$ cat config.mk
export PLATFORM = sky130hd
export DESIGN_NAME = lru_probabilistic_promotion
export DESIGN_NICKNAME = d
export VERILOG_FILES = /design/src/hdl/lpp_pkg.sv /design/src/hdl/lpp_cell.sv /design/src/hdl/lpp_mod.sv /design/src/hdl/lru_probabilistic_promotion.sv
export SDC_FILE = /design/constraint.sdc
export NUM_CORES = 2
export LEC_CHECK = 0
export ABC_AREA = 1
export ABC_CLOCK_PERIOD_IN_PS = 6900
export BUFFER_PORTS_ARGS = -buffer_cell sky130_fd_sc_hd__buf_2
export CORE_MARGIN = 5
export CORE_UTILIZATION = 57
export DETAILED_ROUTE_END_ITERATION = 10
export GPL_ROUTABILITY_DRIVEN = 0
export PLACE_DENSITY = 0.77
export SKIP_CTS_REPAIR_TIMING = 1
export SLEW_MARGIN = 0
export SYNTH_ARGS = -nofsm -noshare
export SYNTH_HDL_FRONTEND = slang
export SYNTH_SLANG_ARGS = --single-unit
export TNS_END_PERCENT = 50
$ cat constraint.sdc
create_clock -name clk -period 6.9 [get_ports clk]
set_input_delay 0.69 -clock clk [delete_from_list [all_inputs] [get_ports clk]]
set_output_delay 0.69 -clock clk [all_outputs]
set_load 0.005 [all_outputs]
$ cat src/hdl/lpp_pkg.sv
// Shared types, constants and functions for the LRU directory with probabilistic promotion.
`default_nettype none
package lpp_pkg;

  localparam int DEF_ENTRIES    = 16;
  localparam int DEF_KEY_BITS   = 32;
  localparam int RAND_BITS      = 32;
  localparam int PERIOD_BITS    = 16;
  localparam int CFG_INDEX_BITS = 1;
  localparam int CFG_DATA_BITS  = 32;
  // remainder bits resolved per cycle by the modulo unit
  localparam int MOD_BITS_PER_CYCLE = 4;

  localparam logic [CFG_INDEX_BITS-1:0] REG_PROMOTE_PERIOD = 1'b0;
  localparam logic [CFG_INDEX_BITS-1:0] REG_RANDOM_SEED    = 1'b1;

  localparam logic [PERIOD_BITS-1:0] PERIOD_RESET = 16'd2;
  localparam logic [RAND_BITS-1:0]   SEED_RESET   = 32'd1;

  typedef enum logic [1:0] {
    CMD_HOLD,
    CMD_INSERT,
    CMD_PROMOTE,
    CMD_REMOVE
  } cell_cmd_t;

  typedef struct packed {
    logic busy;
    logic rem_zero;
  } mod_status_t;

  // one xorshift32 step
  function automatic logic [RAND_BITS-1:0] next_random(input logic [RAND_BITS-1:0] x);
    logic [RAND_BITS-1:0] y;
    y = x ^ (x << 13);
    y = y ^ (y >> 17);
    y = y ^ (y << 5);
    return y;
  endfunction

endpackage
`default_nettype wire

$ cat src/hdl/lpp_cell.sv
// One directory cell: a key slot in the recency-ordered chain.
`default_nettype none
module lpp_cell #(
  parameter int KEY_BITS = lpp_pkg::DEF_KEY_BITS
) (
  input  wire                     clk,
  input  wire                     rst,
  input  wire lpp_pkg::cell_cmd_t cmd,
  input  wire                     capture,
  input  wire  [KEY_BITS-1:0]     cmp_key,
  input  wire  [KEY_BITS-1:0]     prev_key,
  input  wire                     prev_valid,
  input  wire  [KEY_BITS-1:0]     next_key,
  input  wire                     next_valid,
  input  wire                     seen_in,
  output logic                    seen_out,
  output logic [KEY_BITS-1:0]     key_q,
  output logic                    valid_q
);

  logic match;
  logic take_prev;
  logic take_next;

  // seen_in: the requested key sits in a more recent cell
  assign seen_out = seen_in | match;

  always_comb begin
    take_prev = 1'b0;
    take_next = 1'b0;
    case (cmd)
      lpp_pkg::CMD_INSERT:  take_prev = 1'b1;
      lpp_pkg::CMD_PROMOTE: take_prev = !seen_in;
      lpp_pkg::CMD_REMOVE:  take_next = seen_out;
      default: begin
        take_prev = 1'b0;
        take_next = 1'b0;
      end
    endcase
  end

  always_ff @(posedge clk) begin
    if (rst) begin
      valid_q <= 1'b0;
      match   <= 1'b0;
    end else begin
      if (capture) begin
        match <= valid_q && (key_q == cmp_key);
      end
      if (take_prev) begin
        valid_q <= prev_valid;
      end else if (take_next) begin
        valid_q <= next_valid;
      end
    end
  end

  always_ff @(posedge clk) begin
    if (take_prev) begin
      key_q <= prev_key;
    end else if (take_next) begin
      key_q <= next_key;
    end
  end

endmodule
`default_nettype wire

$ cat src/hdl/lpp_mod.sv
// Multi-cycle remainder unit: dividend modulo period, MOD_BITS_PER_CYCLE dividend bits per cycle.
`default_nettype none
module lpp_mod (
  input  wire                               clk,
  input  wire                               rst,
  input  wire                               start,
  input  wire  [lpp_pkg::RAND_BITS-1:0]     dividend,
  input  wire  [lpp_pkg::PERIOD_BITS-1:0]   divisor,
  output lpp_pkg::mod_status_t              status
);

  localparam int NB    = lpp_pkg::RAND_BITS;
  localparam int PB    = lpp_pkg::PERIOD_BITS;
  localparam int BPC   = lpp_pkg::MOD_BITS_PER_CYCLE;
  localparam int STEPS = NB / BPC;
  localparam int CNT_BITS = (STEPS > 1) ? $clog2(STEPS) : 1;

  logic                busy;
  logic [CNT_BITS-1:0] count;
  logic [NB-1:0]       num;
  logic [PB-1:0]       den;
  logic [PB-1:0]       rem;
  logic [NB-1:0]       num_next;
  logic [PB-1:0]       rem_next;
  logic [PB:0]         trial;

  always_comb begin
    rem_next = rem;
    num_next = num;
    trial    = '0;
    for (int k = 0; k < BPC; k++) begin
      trial    = {rem_next, num_next[NB-1]};
      num_next = num_next << 1;
      if (trial >= {1'b0, den}) begin
        trial = trial - {1'b0, den};
      end
      rem_next = trial[PB-1:0];
    end
  end

  always_ff @(posedge clk) begin
    if (rst) begin
      busy  <= 1'b0;
      count <= '0;
    end else if (start) begin
      busy  <= 1'b1;
      count <= '0;
    end else if (busy) begin
      count <= count + 1'b1;
      if (count == CNT_BITS'(STEPS - 1)) begin
        busy <= 1'b0;
      end
    end
  end

  always_ff @(posedge clk) begin
    if (start) begin
      num <= dividend;
      rem <= '0;
      // a zero period behaves as one
      den <= (divisor == '0) ? PB'(1) : divisor;
    end else if (busy) begin
      num <= num_next;
      rem <= rem_next;
    end
  end

  assign status.busy     = busy;
  assign status.rem_zero = (rem == '0);

endmodule
`default_nettype wire

$ cat src/hdl/lru_probabilistic_promotion.sv
// Top level: LRU directory with probabilistic promotion on hits.
//
//  channel | direction | handshake              | payload
//  --------+-----------+------------------------+------------------------------------
//  in      | input     | in_valid / in_ready    | op, key
//  out     | output    | out_valid / out_ready  | hit, promoted, evicted, evicted_key
//  cfg     | input     | cfg_valid / cfg_ready  | cfg_index, cfg_data
//
// A transaction is taken in S_IDLE, its key compared in every cell in S_LOOKUP, and
// the chain shifted with the result registered in S_UPDATE; the next request is taken
// only once the sequencer is back in S_IDLE. The next draw's remainder is worked out
// ahead of time by the modulo unit; after reset, a config write or a hit that advances
// the generator, in_ready stays low until it is done.
// A result held by a stalled out_ready blocks the chain update of the following request.
// Reset is synchronous and empties the directory at once; cfg_ready is always high.
`default_nettype none
module lru_probabilistic_promotion #(
  parameter int ENTRIES  = lpp_pkg::DEF_ENTRIES,
  parameter int KEY_BITS = lpp_pkg::DEF_KEY_BITS
) (
  input  wire                                  clk,
  input  wire                                  rst,
  input  wire                                  in_valid,
  output logic                                 in_ready,
  input  wire                                  op,
  input  wire  [KEY_BITS-1:0]                  key,
  output logic                                 out_valid,
  input  wire                                  out_ready,
  output logic                                 hit,
  output logic                                 promoted,
  output logic                                 evicted,
  output logic [KEY_BITS-1:0]                  evicted_key,
  input  wire                                  cfg_valid,
  output logic                                 cfg_ready,
  input  wire  [lpp_pkg::CFG_INDEX_BITS-1:0]   cfg_index,
  input  wire  [lpp_pkg::CFG_DATA_BITS-1:0]    cfg_data
);

  typedef enum logic [1:0] {
    S_IDLE,
    S_LOOKUP,
    S_UPDATE
  } state_t;

  state_t                             state;
  logic                               req_op;
  logic [KEY_BITS-1:0]                req_key;
  logic [lpp_pkg::PERIOD_BITS-1:0]    promote_period;
  logic [lpp_pkg::RAND_BITS-1:0]      random_state;
  logic                               stale;
  logic                               cfg_wr;
  logic                               mod_start;
  logic                               advance;
  logic                               found;
  logic                               do_promote;
  lpp_pkg::cell_cmd_t                 cmd;
  lpp_pkg::mod_status_t               mod_status;

  logic [KEY_BITS-1:0] cell_key   [ENTRIES];
  logic                cell_valid [ENTRIES];
  logic [ENTRIES:0]    seen;

  assign cfg_ready = 1'b1;
  assign cfg_wr    = cfg_valid && cfg_ready;
  assign in_ready  = (state == S_IDLE) && !stale && !mod_status.busy;
  assign mod_start = stale && !mod_status.busy;

  assign found      = seen[ENTRIES];
  assign advance    = (state == S_UPDATE) && !(out_valid && !out_ready);
  assign do_promote = mod_status.rem_zero;

  always_comb begin
    cmd = lpp_pkg::CMD_HOLD;
    if (advance) begin
      if (req_op) begin
        cmd = found ? lpp_pkg::CMD_REMOVE : lpp_pkg::CMD_HOLD;
      end else if (found) begin
        cmd = do_promote ? lpp_pkg::CMD_PROMOTE : lpp_pkg::CMD_HOLD;
      end else begin
        cmd = lpp_pkg::CMD_INSERT;
      end
    end
  end

  assign seen[0] = 1'b0;

  for (genvar i = 0; i < ENTRIES; i++) begin : g_cell
    logic [KEY_BITS-1:0] pk;
    logic                pv;
    logic [KEY_BITS-1:0] nk;
    logic                nv;

    // the head takes the requested key; the tail pulls in an empty slot
    if (i == 0) begin : g_head
      assign pk = req_key;
      assign pv = 1'b1;
    end else begin : g_mid
      assign pk = cell_key[i-1];
      assign pv = cell_valid[i-1];
    end
    if (i == ENTRIES - 1) begin : g_tail
      assign nk = '0;
      assign nv = 1'b0;
    end else begin : g_body
      assign nk = cell_key[i+1];
      assign nv = cell_valid[i+1];
    end

    lpp_cell #(
      .KEY_BITS (KEY_BITS)
    ) u_cell (
      .clk        (clk),
      .rst        (rst),
      .cmd        (cmd),
      .capture    (state == S_LOOKUP),
      .cmp_key    (req_key),
      .prev_key   (pk),
      .prev_valid (pv),
      .next_key   (nk),
      .next_valid (nv),
      .seen_in    (seen[i]),
      .seen_out   (seen[i+1]),
      .key_q      (cell_key[i]),
      .valid_q    (cell_valid[i])
    );
  end

  lpp_mod u_mod (
    .clk      (clk),
    .rst      (rst),
    .start    (mod_start),
    .dividend (lpp_pkg::next_random(random_state)),
    .divisor  (promote_period),
    .status   (mod_status)
  );

  always_ff @(posedge clk) begin
    if (in_valid && in_ready) begin
      req_op  <= op;
      req_key <= key;
    end
  end

  always_ff @(posedge clk) begin
    if (rst) begin
      promote_period <= lpp_pkg::PERIOD_RESET;
      random_state   <= lpp_pkg::SEED_RESET;
      stale          <= 1'b1;
    end else begin
      if (advance && !req_op && found) begin
        random_state <= lpp_pkg::next_random(random_state);
      end
      if (cfg_wr) begin
        case (cfg_index)
          lpp_pkg::REG_PROMOTE_PERIOD: begin
            promote_period <= cfg_data[lpp_pkg::PERIOD_BITS-1:0];
          end
          lpp_pkg::REG_RANDOM_SEED: begin
            random_state <= (cfg_data == '0) ? lpp_pkg::SEED_RESET
                                             : cfg_data[lpp_pkg::RAND_BITS-1:0];
          end
          default: begin
          end
        endcase
      end
      if (cfg_wr || (advance && !req_op && found)) begin
        stale <= 1'b1;
      end else if (mod_start) begin
        stale <= 1'b0;
      end
    end
  end

  // sequencer and result register
  always_ff @(posedge clk) begin
    if (rst) begin
      state     <= S_IDLE;
      out_valid <= 1'b0;
    end else begin
      if (out_valid && out_ready) begin
        out_valid <= 1'b0;
      end
      case (state)
        S_IDLE: begin
          if (in_valid && in_ready) begin
            state <= S_LOOKUP;
          end
        end
        S_LOOKUP: begin
          state <= S_UPDATE;
        end
        S_UPDATE: begin
          if (advance) begin
            state       <= S_IDLE;
            out_valid   <= 1'b1;
            hit         <= found;
            promoted    <= !req_op && found && do_promote;
            evicted     <= !req_op && !found && cell_valid[ENTRIES-1];
            evicted_key <= (!req_op && !found && cell_valid[ENTRIES-1])
                           ? cell_key[ENTRIES-1] : '0;
          end
        end
        default: begin
          state <= S_IDLE;
        end
      endcase
    end
  end

endmodule
`default_nettype wire
==> flow_metrics.env <==
export IMPL_clock_skew_ns=0.0408
export IMPL_reg2reg_from="u_mod.den[5]"
export IMPL_cpPeakStageDelay_ns=0.38
export IMPL_violations="setup timing"
export IMPL_wire_per_inst_um=21.4
export IMPL_syn_area_mm2=0.0408
export IMPL_root_buffer="clkbuf_16"
export IMPL_cp_data_arrival_time_ns=7.93
export IMPL_final_cell_mix="nand2_1, edfxtp_1, inv_1"
export IMPL_fin_ws_ns=-0.510
export IMPL_drc=0
export IMPL_yosys_warnings=0
export IMPL_run_status="finished with violations"
export IMPL_hold_depth=1
export IMPL_worst_path_most_repeated_cell="nand2_1"
export IMPL_sw_frac_of_total=0.425
export IMPL_p_sw_mw=13.3
export IMPL_async_flop_share=0
export IMPL_ant_nets=0
export IMPL_viasPerCell=5.99
export IMPL_startpoint_type="flip-flop"
export IMPL_synth_top_cell_by_area="edfxtp_1"
export IMPL_drv_slew=0
export IMPL_r2r_cells=50
export IMPL_via_count=35500
export IMPL_multiInputGateArea_mm2=0.0183
export IMPL_drt_initial_drc_count=4906
export IMPL_routed_wl_um=127000
export IMPL_grt_use_total=0.305
export IMPL_htreeDepth=3
export IMPL_fmax_ghz=0.135
export IMPL_crit_required_ns=7.42
export IMPL_ys_seq_area_frac=0.514
export IMPL_dr_pass1_iters=6
export IMPL_maxCapViolations=0
export IMPL_die_h_um=277
export IMPL_cpMaxStageDelayCell="edfxtp_1"
export IMPL_ctsLongestPathBuffers=3
export IMPL_grt_max_degree=68
export IMPL_antenna_cells=0
export IMPL_synth_top_area_frac=0.463
export IMPL_dp_cells=5755
export IMPL_powerDensity_mw_per_mm2=653
export IMPL_rsz0062_at_grt="true"
export IMPL_grt_pass1_vias=34300
export IMPL_fillers=5279
export IMPL_final_cells=5918
export IMPL_pwr_share_clk=0.134
export IMPL_synthesis_nets=4768
export IMPL_seqPwrFrac=0.161
export IMPL_p_int_mw=18.0
export IMPL_ys_seq_elements=732
export IMPL_min_from="key[20]"
export IMPL_antenna_found_initial=2
export IMPL_dieWidth_um=277
export IMPL_max_slew_worst_pin_slew_ns=1.19
export IMPL_min_period_over_period=1.07
export IMPL_placementRows=98
export IMPL_ys_top_cells_by_area="edfxtp_1, nand2_1, xor2_1"
export IMPL_clk_transition_reported_paths_ns=0.06
export IMPL_holdWs_ns=0.222
export IMPL_vdd_drop_max_mv=2.38
export IMPL_yosys_most_used_dff="edfxtp_1"
export IMPL_die_area_mm2=0.0770
export IMPL_worstSetupStartpoint="u_mod.den[5]"
export IMPL_overflow=0
export IMPL_syn_to_final_growth_pct=17.6
export IMPL_clock_sinks=732
export IMPL_regArea_mm2=0.0209
export IMPL_hp_class="in2reg"
export IMPL_io_buffers=107
export IMPL_p_leak_nw=20.0
export IMPL_finalSetupViolCount=16
export IMPL_hold_viol=0
export IMPL_relSlewSlack=0.206
export IMPL_cts_buffers_inserted=77
export IMPL_final_min_clock_period_ns=7.41
export IMPL_drive_gt1_frac=0.172
export IMPL_insertion_delay_ns=0.65
export IMPL_ys_types=59
export IMPL_worstSetupEndpointType="flip-flop"
export IMPL_core_mm2=0.0712
export IMPL_io_pins=109
export IMPL_p_total_mw=31.3
export IMPL_synth_avg_cell_area_um2=8.82
export IMPL_final_common_cell="nand2_1"
export IMPL_synthCells=4622
export IMPL_synth_edf_count=628
export IMPL_comb_power_share=0.704
export IMPL_tritoncts="done"
export IMPL_final_nets=5055
export IMPL_critPathKind="reg2reg"
export IMPL_critPathMaxFanout=7
export IMPL_grt_pass1_wl_um=187000
export IMPL_start_util=0.572
export IMPL_place_hpwl_um=89000
[logic make-up after synthesis]
family / synth area share
mux: 0.00939
compound gates: 0.0943
buf+inv: 0.0689
flops: 0.514
xor+xnor: 0.0930
simple gates: 0.197
other cells: 0.0000920
fa+ha+maj: 0.0238
[synthesized netlist by cell type, types with 6 or more instances]
cell type  instances
a31oi_1           16
edfxtp_1         628
dfxtp_1          104
buf_2             29
o21ai_1           40
buf_1             25
a21oi_1          178
nor3_1            51
nand4_1           85
buf_6              7
inv_2              7
nor2_1           275
nor4_1            80
mux2_2            34
or2_2             10
o22ai_1           38
xor2_1           247
ha_1              71
clkbuf_1         165
inv_1            473
nand3_1          116
clkinv_1           7
nand2_1         1254
o2111ai_1         10
a211oi_1           8
xnor2_1          186
o21ai_0          385
buf_4              6
nand2_2           13
[sequential cells by signal (all words and copies together), names as in the netlist, 2 cells and up]
| register | flops |
|---|---|
| u_mod.rem | 16 |
| state | 2 |
| u_mod.count | 3 |
| evicted_key | 32 |
| g_cell.pk | 32 |
| u_mod.den | 16 |
| g_cell.u_cell.match | 16 |
| promote_period | 16 |
| g_cell.u_cell.key_q | 512 |
| u_mod.num | 32 |
| g_cell.u_cell.valid_q | 16 |
| random_state | 32 |
[per-layer routing]
layer  track usage  up-vias  wire length (µm)  share of wire
met5             0        -                 0              0
met4         0.160        0              7920          0.063
met3        0.0468      502             11600          0.092
met2         0.512     2128             61200           0.48
met1         0.384    16900             46000           0.36
li1              -    16000                 -              -
[power groups by stage]
| stage | Clock, mW | Sequential, mW | Combinational, mW |
|---|---|---|---|
| 3_3_place_gp | 0 | 5.12 | 17.1 |
| 6_report | 4.21 | 5.06 | 22.1 |
| 2_1_floorplan | 0 | 5.10 | 9.51 |
| 3_5_place_dp | 0 | 5.13 | 17.3 |
| 4_1_cts | 4.21 | 5.04 | 17.5 |
| 5_1_grt | 4.41 | 5.06 | 23.6 |
[final timing paths]
path	endpoint	slack, ns
worst min-delay path	g_cell[0].pk[20]	0.22
worst max register to register	u_mod.rem[2]	-0.51
worst max-delay path	u_mod.rem[2]	-0.51
worst min register to register	u_mod.den[2]	0.46
[per-stage QoR]
| stage | area [µm²] | TNS, ns | util | setup slack, ns |
|---|---|---|---|---|
| after CTS | 46500 | -9.02 | 0.653 | -0.587 |
| after floorplan | 40800 | 0 | - | 0.00635 |
| after detailed placement | 44000 | -7.51 | 0.617 | -0.491 |
| after global placement | 44000 | -2.80 | 0.617 | -0.188 |
| final | 48000 | -7.20 | 0.673 | -0.510 |
| after global routing | 48000 | -13.37 | 0.673 | -0.890 |
[worst max-delay path, delay by kind of cell (launching register included)]
family	cells	cell delay [ns]
AO/OA/AOI/OAI	10	1.78
XOR/XNOR	1	0.19
adder cells (fa/ha/maj)	4	1.07
buffers and inverters	10	1.15
flip-flops	1	0.38
AND/OR/NAND/NOR	25	2.71
[final cells by class]
type,count,share of cell area
repair buffers,439,0.0665
multi-input cells,3172,0.381
clock buffers,103,0.0439
flip-flops and latches,732,0.437
clock inverters,35,0.00864
well taps,950,0.0248
inverters,487,0.0384
No activity file was read; power rests on OpenSTA's default activity.
